File: src/hdl/ferc_pkg.sv
// ferc_pkg: shared field widths and operation codes for the request cache
// no dependencies; used by the cache top level and its port checker
`timescale 1ns / 1ps

package ferc_pkg;

    localparam int MODE_BITS = 2;
    localparam int WIN_BITS  = 5;
    localparam int OCC_BITS  = 5;

    localparam logic [MODE_BITS-1:0] MODE_LOOKUP = 2'd0;
    localparam logic [MODE_BITS-1:0] MODE_STORE  = 2'd1;
    localparam logic [MODE_BITS-1:0] MODE_CLEAR  = 2'd2;

    localparam logic [WIN_BITS-1:0] WINDOW_RESET = 5'd16;

    // register index of window_entries
    localparam logic REG_WINDOW = 1'b0;

endpackage

File: src/hdl/fifo_evicting_request_cache_unit.sv
// fifo_evicting_request_cache_unit: key/value table with fifo replacement
// one transaction at a time; the result is registered in the apply state
// lookup and store sweep the keys through one shared comparator, stopping early on a hit
// clear and the unused mode skip the sweep; the next input is taken only once the state
// returns to idle after the result is registered, so a stall of the previous result holds it back
// rst_n is asynchronous, active low: all entries invalid, occupancy zero, window 16; depends on ferc_pkg
`timescale 1ns / 1ps

module fifo_evicting_request_cache_unit #(
    parameter int CAPACITY   = 16,
    parameter int KEY_BITS   = 64,
    parameter int VALUE_BITS = 32
) (
    input  logic                                        clk,
    input  logic                                        rst_n,
    // input stream
    input  logic                                        s_tvalid,
    output logic                                        s_tready,
    // request_key, store_value
    input  logic [((KEY_BITS+VALUE_BITS+7)/8)*8-1:0]    s_tdata,
    // mode
    input  logic [ferc_pkg::MODE_BITS-1:0]              s_tuser,
    // result stream
    output logic                                        m_tvalid,
    input  logic                                        m_tready,
    // hit, found_value, inserted, occupancy
    output logic [((VALUE_BITS+ferc_pkg::OCC_BITS+2+7)/8)*8-1:0] m_tdata,
    // configuration
    input  logic                                        psel,
    input  logic                                        penable,
    input  logic                                        pwrite,
    input  logic [2:0]                                  paddr,
    input  logic [31:0]                                 pwdata,
    output logic [31:0]                                 prdata,
    output logic                                        pready
);

    localparam int OUT_W     = ((VALUE_BITS + ferc_pkg::OCC_BITS + 2 + 7) / 8) * 8;
    localparam int SLOT_BITS = (CAPACITY > 1) ? $clog2(CAPACITY) : 1;
    localparam int CNT_BITS  = $clog2(CAPACITY + 1);
    localparam int SUM_W     = ((SLOT_BITS > ferc_pkg::OCC_BITS) ? SLOT_BITS
                                                                 : ferc_pkg::OCC_BITS) + 1;
    localparam int WIN_CAP   = (CAPACITY < 31) ? CAPACITY : 31;
    localparam logic [ferc_pkg::WIN_BITS-1:0] WIN_CAP_W = ferc_pkg::WIN_BITS'(WIN_CAP);

    typedef enum logic [1:0] {ST_IDLE, ST_SCAN, ST_APPLY} state_t;

    state_t                          state_reg;
    logic [ferc_pkg::WIN_BITS-1:0]   window_reg;
    logic [ferc_pkg::MODE_BITS-1:0]  mode_reg;
    logic [KEY_BITS-1:0]             key_reg;
    logic [VALUE_BITS-1:0]           val_reg;
    logic [CNT_BITS-1:0]             scan_cnt_reg;
    logic                            rd_pend_reg;
    logic                            vld_rd_reg;
    logic                            found_reg;
    logic [VALUE_BITS-1:0]           found_val_reg;
    logic [CAPACITY-1:0]             valid_reg;
    logic [SLOT_BITS-1:0]            oldest_reg;
    logic [ferc_pkg::OCC_BITS-1:0]   count_reg;
    logic                            m_tvalid_reg;
    logic                            hit_reg;
    logic [VALUE_BITS-1:0]           fval_reg;
    logic                            ins_reg;
    logic [ferc_pkg::OCC_BITS-1:0]   occ_reg;

    logic [KEY_BITS-1:0]             keys_mem [CAPACITY];
    logic [VALUE_BITS-1:0]           vals_mem [CAPACITY];
    logic [KEY_BITS-1:0]             key_rd_reg;
    logic [VALUE_BITS-1:0]           val_rd_reg;

    logic [SLOT_BITS-1:0]            scan_idx;
    logic                            scan_done;
    logic                            match;
    logic                            out_free;
    logic                            out_load;
    logic [ferc_pkg::WIN_BITS-1:0]   eff_win;
    logic                            store_ok;
    logic                            evict;
    logic [SLOT_BITS-1:0]            oldest_next;
    logic [ferc_pkg::OCC_BITS-1:0]   count_base;
    logic [ferc_pkg::OCC_BITS-1:0]   count_next;
    logic [CAPACITY-1:0]             valid_next;
    logic [SLOT_BITS-1:0]            wr_slot;
    logic                            mem_we;
    logic                            cfg_wr;

    function automatic logic [SLOT_BITS-1:0] wrap_slot(input logic [SUM_W-1:0] s);
        logic [SUM_W-1:0] t;
        t = (s >= SUM_W'(CAPACITY)) ? (s - SUM_W'(CAPACITY)) : s;
        return t[SLOT_BITS-1:0];
    endfunction

    assign scan_idx  = scan_cnt_reg[SLOT_BITS-1:0];
    assign scan_done = (scan_cnt_reg == CNT_BITS'(CAPACITY));
    assign match     = rd_pend_reg && vld_rd_reg && (key_rd_reg == key_reg);
    assign out_free  = !m_tvalid_reg || m_tready;
    assign s_tready  = (state_reg == ST_IDLE);
    assign cfg_wr    = psel && penable && pwrite && pready;

    always_comb
    begin
        eff_win  = (window_reg > WIN_CAP_W) ? WIN_CAP_W : window_reg;
        store_ok = (mode_reg == ferc_pkg::MODE_STORE) && !found_reg && (eff_win != '0);
        evict    = (count_reg >= eff_win) && (count_reg != '0);
        // oldest entry leaves first when the window is full
        if (evict)
        begin
            oldest_next = wrap_slot(SUM_W'(oldest_reg) + SUM_W'(1));
            count_base  = count_reg - 1'b1;
        end
        else
        begin
            oldest_next = oldest_reg;
            count_base  = count_reg;
        end
        wr_slot    = wrap_slot(SUM_W'(oldest_next) + SUM_W'(count_base));
        count_next = count_base + 1'b1;
        // set after clear: with a full ring the slots coincide
        valid_next = valid_reg;
        if (evict)
        begin
            valid_next[oldest_reg] = 1'b0;
        end
        valid_next[wr_slot] = 1'b1;
        out_load = (state_reg == ST_APPLY) && out_free;
        mem_we   = out_load && store_ok;
    end

    always_ff @(posedge clk)
    begin
        if (mem_we)
        begin
            keys_mem[wr_slot] <= key_reg;
            vals_mem[wr_slot] <= val_reg;
        end
        key_rd_reg <= keys_mem[scan_idx];
        val_rd_reg <= vals_mem[scan_idx];
    end

    always_ff @(posedge clk or negedge rst_n)
    begin
        if (!rst_n)
        begin
            state_reg    <= ST_IDLE;
            window_reg   <= ferc_pkg::WINDOW_RESET;
            scan_cnt_reg <= '0;
            rd_pend_reg  <= 1'b0;
            vld_rd_reg   <= 1'b0;
            found_reg    <= 1'b0;
            valid_reg    <= '0;
            oldest_reg   <= '0;
            count_reg    <= '0;
            m_tvalid_reg <= 1'b0;
        end
        else
        begin
            if (cfg_wr && (paddr[2] == ferc_pkg::REG_WINDOW))
            begin
                window_reg <= pwdata[ferc_pkg::WIN_BITS-1:0];
            end
            if (out_load)
            begin
                m_tvalid_reg <= 1'b1;
            end
            else if (m_tvalid_reg && m_tready)
            begin
                m_tvalid_reg <= 1'b0;
            end
            vld_rd_reg <= valid_reg[scan_idx];

            unique case (state_reg)
                ST_IDLE:
                begin
                    if (s_tvalid)
                    begin
                        mode_reg     <= s_tuser;
                        key_reg      <= s_tdata[KEY_BITS-1:0];
                        val_reg      <= s_tdata[KEY_BITS+VALUE_BITS-1:KEY_BITS];
                        scan_cnt_reg <= '0;
                        rd_pend_reg  <= 1'b0;
                        found_reg    <= 1'b0;
                        found_val_reg <= '0;
                        if ((s_tuser == ferc_pkg::MODE_LOOKUP) ||
                            (s_tuser == ferc_pkg::MODE_STORE))
                        begin
                            state_reg <= ST_SCAN;
                        end
                        else
                        begin
                            state_reg <= ST_APPLY;
                        end
                    end
                end
                ST_SCAN:
                begin
                    // read issued this cycle is compared in the next one
                    if (!scan_done)
                    begin
                        scan_cnt_reg <= scan_cnt_reg + 1'b1;
                    end
                    rd_pend_reg <= !scan_done;
                    if (match)
                    begin
                        found_reg     <= 1'b1;
                        found_val_reg <= val_rd_reg;
                        state_reg     <= ST_APPLY;
                    end
                    else if (scan_done)
                    begin
                        state_reg <= ST_APPLY;
                    end
                end
                ST_APPLY:
                begin
                    if (out_free)
                    begin
                        hit_reg      <= (mode_reg == ferc_pkg::MODE_LOOKUP) && found_reg;
                        fval_reg     <= ((mode_reg == ferc_pkg::MODE_LOOKUP) && found_reg)
                                        ? found_val_reg : '0;
                        ins_reg      <= store_ok;
                        if (mode_reg == ferc_pkg::MODE_CLEAR)
                        begin
                            valid_reg  <= '0;
                            oldest_reg <= '0;
                            count_reg  <= '0;
                            occ_reg    <= '0;
                        end
                        else if (store_ok)
                        begin
                            valid_reg  <= valid_next;
                            oldest_reg <= oldest_next;
                            count_reg  <= count_next;
                            occ_reg    <= count_next;
                        end
                        else
                        begin
                            occ_reg <= count_reg;
                        end
                        state_reg <= ST_IDLE;
                    end
                end
                default:
                begin
                    state_reg <= ST_IDLE;
                end
            endcase
        end
    end

    always_comb
    begin
        m_tdata = '0;
        m_tdata[0] = hit_reg;
        m_tdata[VALUE_BITS:1] = fval_reg;
        m_tdata[VALUE_BITS+1] = ins_reg;
        m_tdata[VALUE_BITS+ferc_pkg::OCC_BITS+1:VALUE_BITS+2] = occ_reg;
    end

    assign m_tvalid = m_tvalid_reg;
    assign pready   = 1'b1;
    assign prdata   = (paddr[2] == ferc_pkg::REG_WINDOW)
                      ? {{(32-ferc_pkg::WIN_BITS){1'b0}}, window_reg} : 32'd0;

endmodule

File: config.mk
export PLATFORM = sky130hd
export DESIGN_NAME = fifo_evicting_request_cache_unit
export DESIGN_NICKNAME = d
export VERILOG_FILES = /design/src/hdl/ferc_pkg.sv /design/src/hdl/fifo_evicting_request_cache_unit.sv
export SDC_FILE = /design/constraint.sdc
export NUM_CORES = 2
export LEC_CHECK = 0
export BUFFER_PORTS_ARGS = -buffer_cell sky130_fd_sc_hd__buf_2
export CAP_MARGIN = 20
export CORE_ASPECT_RATIO = 1.5
export CORE_MARGIN = 1
export CORE_UTILIZATION = 56
export DETAILED_ROUTE_END_ITERATION = 10
export PLACE_DENSITY_LB_ADDON = 0.05
export SLEW_MARGIN = 25
export SYNTH_ARGS = -nofsm -noshare
export SYNTH_HDL_FRONTEND = slang
export SYNTH_SLANG_ARGS = --single-unit
export TNS_END_PERCENT = 50
File: constraint.sdc
create_clock -name clk -period 10.45 [get_ports clk]
set_input_delay 1.045 -clock clk [delete_from_list [all_inputs] [get_ports clk]]
set_output_delay 1.045 -clock clk [all_outputs]
set_load 0.02 [all_outputs]
==> key figures <==
Synthesis
  – Top FF cell, synth: edfxtp_1
  – Post-synthesis simple-gate area fraction: 1.90%
  – Post-synth EDFFs: ~1700
  – Largest family of logic cells by synthesized area: multiplexers
  – Synth Area in Adders: less than 1%
  – Post-Syn Instances: between 2000 and 3000
  – Synth warn: 0
  – Compound-gate portion of the synthesized area: 1.26%
  – Share of the yosys chip area belonging to registers: between 70% and 80%
  – Post-synthesis mux area share: about 16%
  – Xor/xnor cell area share of the yosys netlist: less than 1%
  – Register bit total from synthesis: 1842
  – Mapped Area: between 60000 and 70000 um^2
  – Distinct cells, synth: 64
  – Avg Cell Area, Syn: between 20 and 25 um^2
  – Ys async rst share: approximately 2.2%

Floorplan
  – Die height: around 430 um
  – Core area: approximately 120000 um^2
  – # IOs: 215
  – Row cnt: 157
  – Die Area: roughly 120000 um^2
  – Die width: 289 um
  – Initial core utilization: 56.5%

Critical path
  – Worst Path Arrival: around 6700 ps
  – CP endpoint kind: register
  – Crit Path Max Fanout: 40
  – Critical path class: register to register
  – R2R cell count: 14
  – Worst r2r src: window_reg[4]
  – R2R Path End: vals_mem[2][21]
  – Worst endpoint required time: roughly 11000 ps
  – Crit path to: vals_mem[2][21]
  – Element type at the critical path start: register
  – Setup crit start: window_reg[4]
  – R2R Setup Slk: about 4200 ps

Routing
  – DRT iter0 DRCs: 2663
  – Number of vias per cell: about 6.2
  – DR vias: 30759
  – Post-Route WL: approximately 150000 um
  – Mean routed wirelength per cell: ~30 um
  – 1st-pass router iterations: 7
  – Detail Route Antenna Nets: 0
  – # DRC: 0

Global routing
  – Antenna violations before repair: 1
  – Largest net degree at the start of global routing: roughly 170
  – First-pass GRT wire length: between 200000 and 250000 um
  – Vias in the first global route: between 30000 and 40000
  – Total track usage: around a quarter
  – GRT overflow: 0

Clocking
  – Htree depth: 4
  – Clock slew at reported path FFs: approximately 70 ps
  – Post-CTS Hold Fix Bufs: 0
  – Clk Latency, worst-skew pair: between 700 and 800 ps
  – Num CTS Buffers: about 170
  – Post-CTS sizing: 0
  – Root buffer cell: clkbuf_16
  – Postcts setup bufs: 0
  – TritonCTS clock tree: yes
  – Clock sinks: ~1800
  – Clock Tree Buf Depth: 3

Timing
  – Clk_skew: 17.8 ps
  – Slew Limit Headroom: between 20% and 30%
  – Worst-margin pin slew: between 1000 and 1500 ps
  – RSZ-0062 raised after global routing: no
  – Max-slew violations: 0
  – Max Fclk: about 160 MHz
  – Min Tclk post-route: around 6300 ps
  – Final Hold Viols: 0
  – Period utilisation layout: between 60% and 70%
  – # setup viols final: 0

Layout
  – Max reg flops: 1024
  – Most common cell after layout, fill and taps aside: edfxtp_1
  – Commonest non-fill, non-tap cells in the layout: edfxtp_1 (1705), mux4_2 (485), clkbuf_16 (175)
  – Top reg by flops: keys_mem
  – Share of layout cells above drive strength 1: between 20% and 30%
  – Non-filler cells, final: roughly 5000
  – # nets final: about 3400
  – Fillers: 8080
  – Inserted Diodes: 0
  – Top Registers: keys_mem x1024, vals_mem x512
  – Area Growth Syn to Fin: 12.3%

Power
  – Total power: between 15 and 20 mW
  – Power per cell area: between 200 and 250 nW/um^2
  – Maximum vdd ir drop: approximately 0.16 mV
  – Leak pwr: ~24 nW

Min path
  – Min-Delay Path Class: input pin to asynchronous set/reset pin

Place
  – RD Place Congestion: roughly 0.8
  – DP Cell Count: between 4000 and 5000
  – PortBufs: 156
  – Post-DP HPWL: around 73000 um

Run status
  – Status: complete, no violations

Flow run
  – Max-Cap Viols: 0
-- stage by stage --
step	hold WS, ps	utilization [%]	TNS (ps)	worst slack (ps)	area [um^2]
6_report	259	63.4	0	4170	77500
5_1_grt	277	63.4	0	3790	77500
4_1_cts	384	63.4	0	3700	77400
3_5_place_dp	488	58.8	0	3750	71800
3_3_place_gp	486	58.8	0	3780	71800
2_1_floorplan	461	-	-33800	-352	69100
-- layout make-up --
type | count | area [um^2] | share of cell area [%]
repair buffers | 199 | 1330 | 1.71
clock inverters | 68 | 836 | 1.08
well taps | 1590 | 1990 | 2.57
inverters | 31 | 116 | 0.150
flip-flops and latches | 1842 | 54200 | 69.9
multi-input cells | 973 | 14300 | 18.4
clock buffers | 238 | 4780 | 6.16
-- report_power, final --
group          switching [mW]  total [mW]  internal [mW]
Clock                    2.57        6.24           3.67
Sequential              0.358        8.99           8.63
Combinational            1.50        2.89           1.39
-- Yosys cell counts (7+ instances only) --
cell type / number / area share (%)
edfxtp_1: 1705 / 74
buf_4: 31 / 0.34
nand4_1: 17 / 0.15
xnor2_1: 51 / 0.65
and2_1: 69 / 0.63
mux4_2: 485 / 16
o22ai_1: 7 / 0.063
o211ai_1: 11 / 0.12
nor2_1: 21 / 0.11
ha_1: 15 / 0.27
nor2b_1: 12 / 0.11
nand3_1: 37 / 0.27
nand2_1: 37 / 0.20
xor2_1: 9 / 0.11
buf_1: 29 / 0.16
o21ai_0: 45 / 0.33
nand2b_1: 11 / 0.10
inv_1: 31 / 0.17
dfrtp_1: 40 / 1.5
clkbuf_1: 104 / 0.57
dfxtp_1: 96 / 2.8
a21oi_1: 37 / 0.27
-- cell families after synthesis --
logic type               after synthesis
AO/OA/AOI/OAI                        138
XOR/XNOR                              64
adder cells (fa/ha/maj)               16
buffers and inverters                195
flip-flops                          1842
multiplexers                         491
other                                  2
AND/OR/NAND/NOR                      235
-- worst min path at each step --
| stage | slack [ps] | from | cells past startpoint | to |
|---|---|---|---|---|
| floorplan | 460 | found_reg | 2 | found_reg |
| global placement | 490 | val_rd_reg[27] | 1 | found_val_reg[27] |
| detailed placement | 490 | val_rd_reg[27] | 1 | found_val_reg[27] |
| CTS | 380 | s_tdata[81] | 1 | val_reg[17] |
| global route | 280 | rst_n | 1 | scan_cnt_reg[0] |
| finish | 260 | rst_n | 1 | scan_cnt_reg[3] |
-- critical path, cell delays in order, from the launching register on --
cell,delay [ps]
dfstp_2,560
inv_1,100
ha_1,330
a21oi_1,360
nor2_1,200
a21oi_2,520
o21ai_0,330
ha_1,390
nand3_1,80
a211o_1,310
o211ai_2,120
xnor3_2,560
or4b_1,580
nand2_4,630
buf_4,780
-- per-layer routing --
| layer | vias to the layer above | track usage [%] | wire length [um] |
|---|---|---|---|
| met2 | 970 | 43.1 | 79400 |
| met4 | 0 | 7.07 | 3390 |
| met3 | 217 | 3.10 | 7390 |
| li1 | 12906 | - | - |
| met1 | 16666 | 34.2 | 61300 |
| met5 | - | 0 | 0 |
Power figures use the tool's default switching activity.
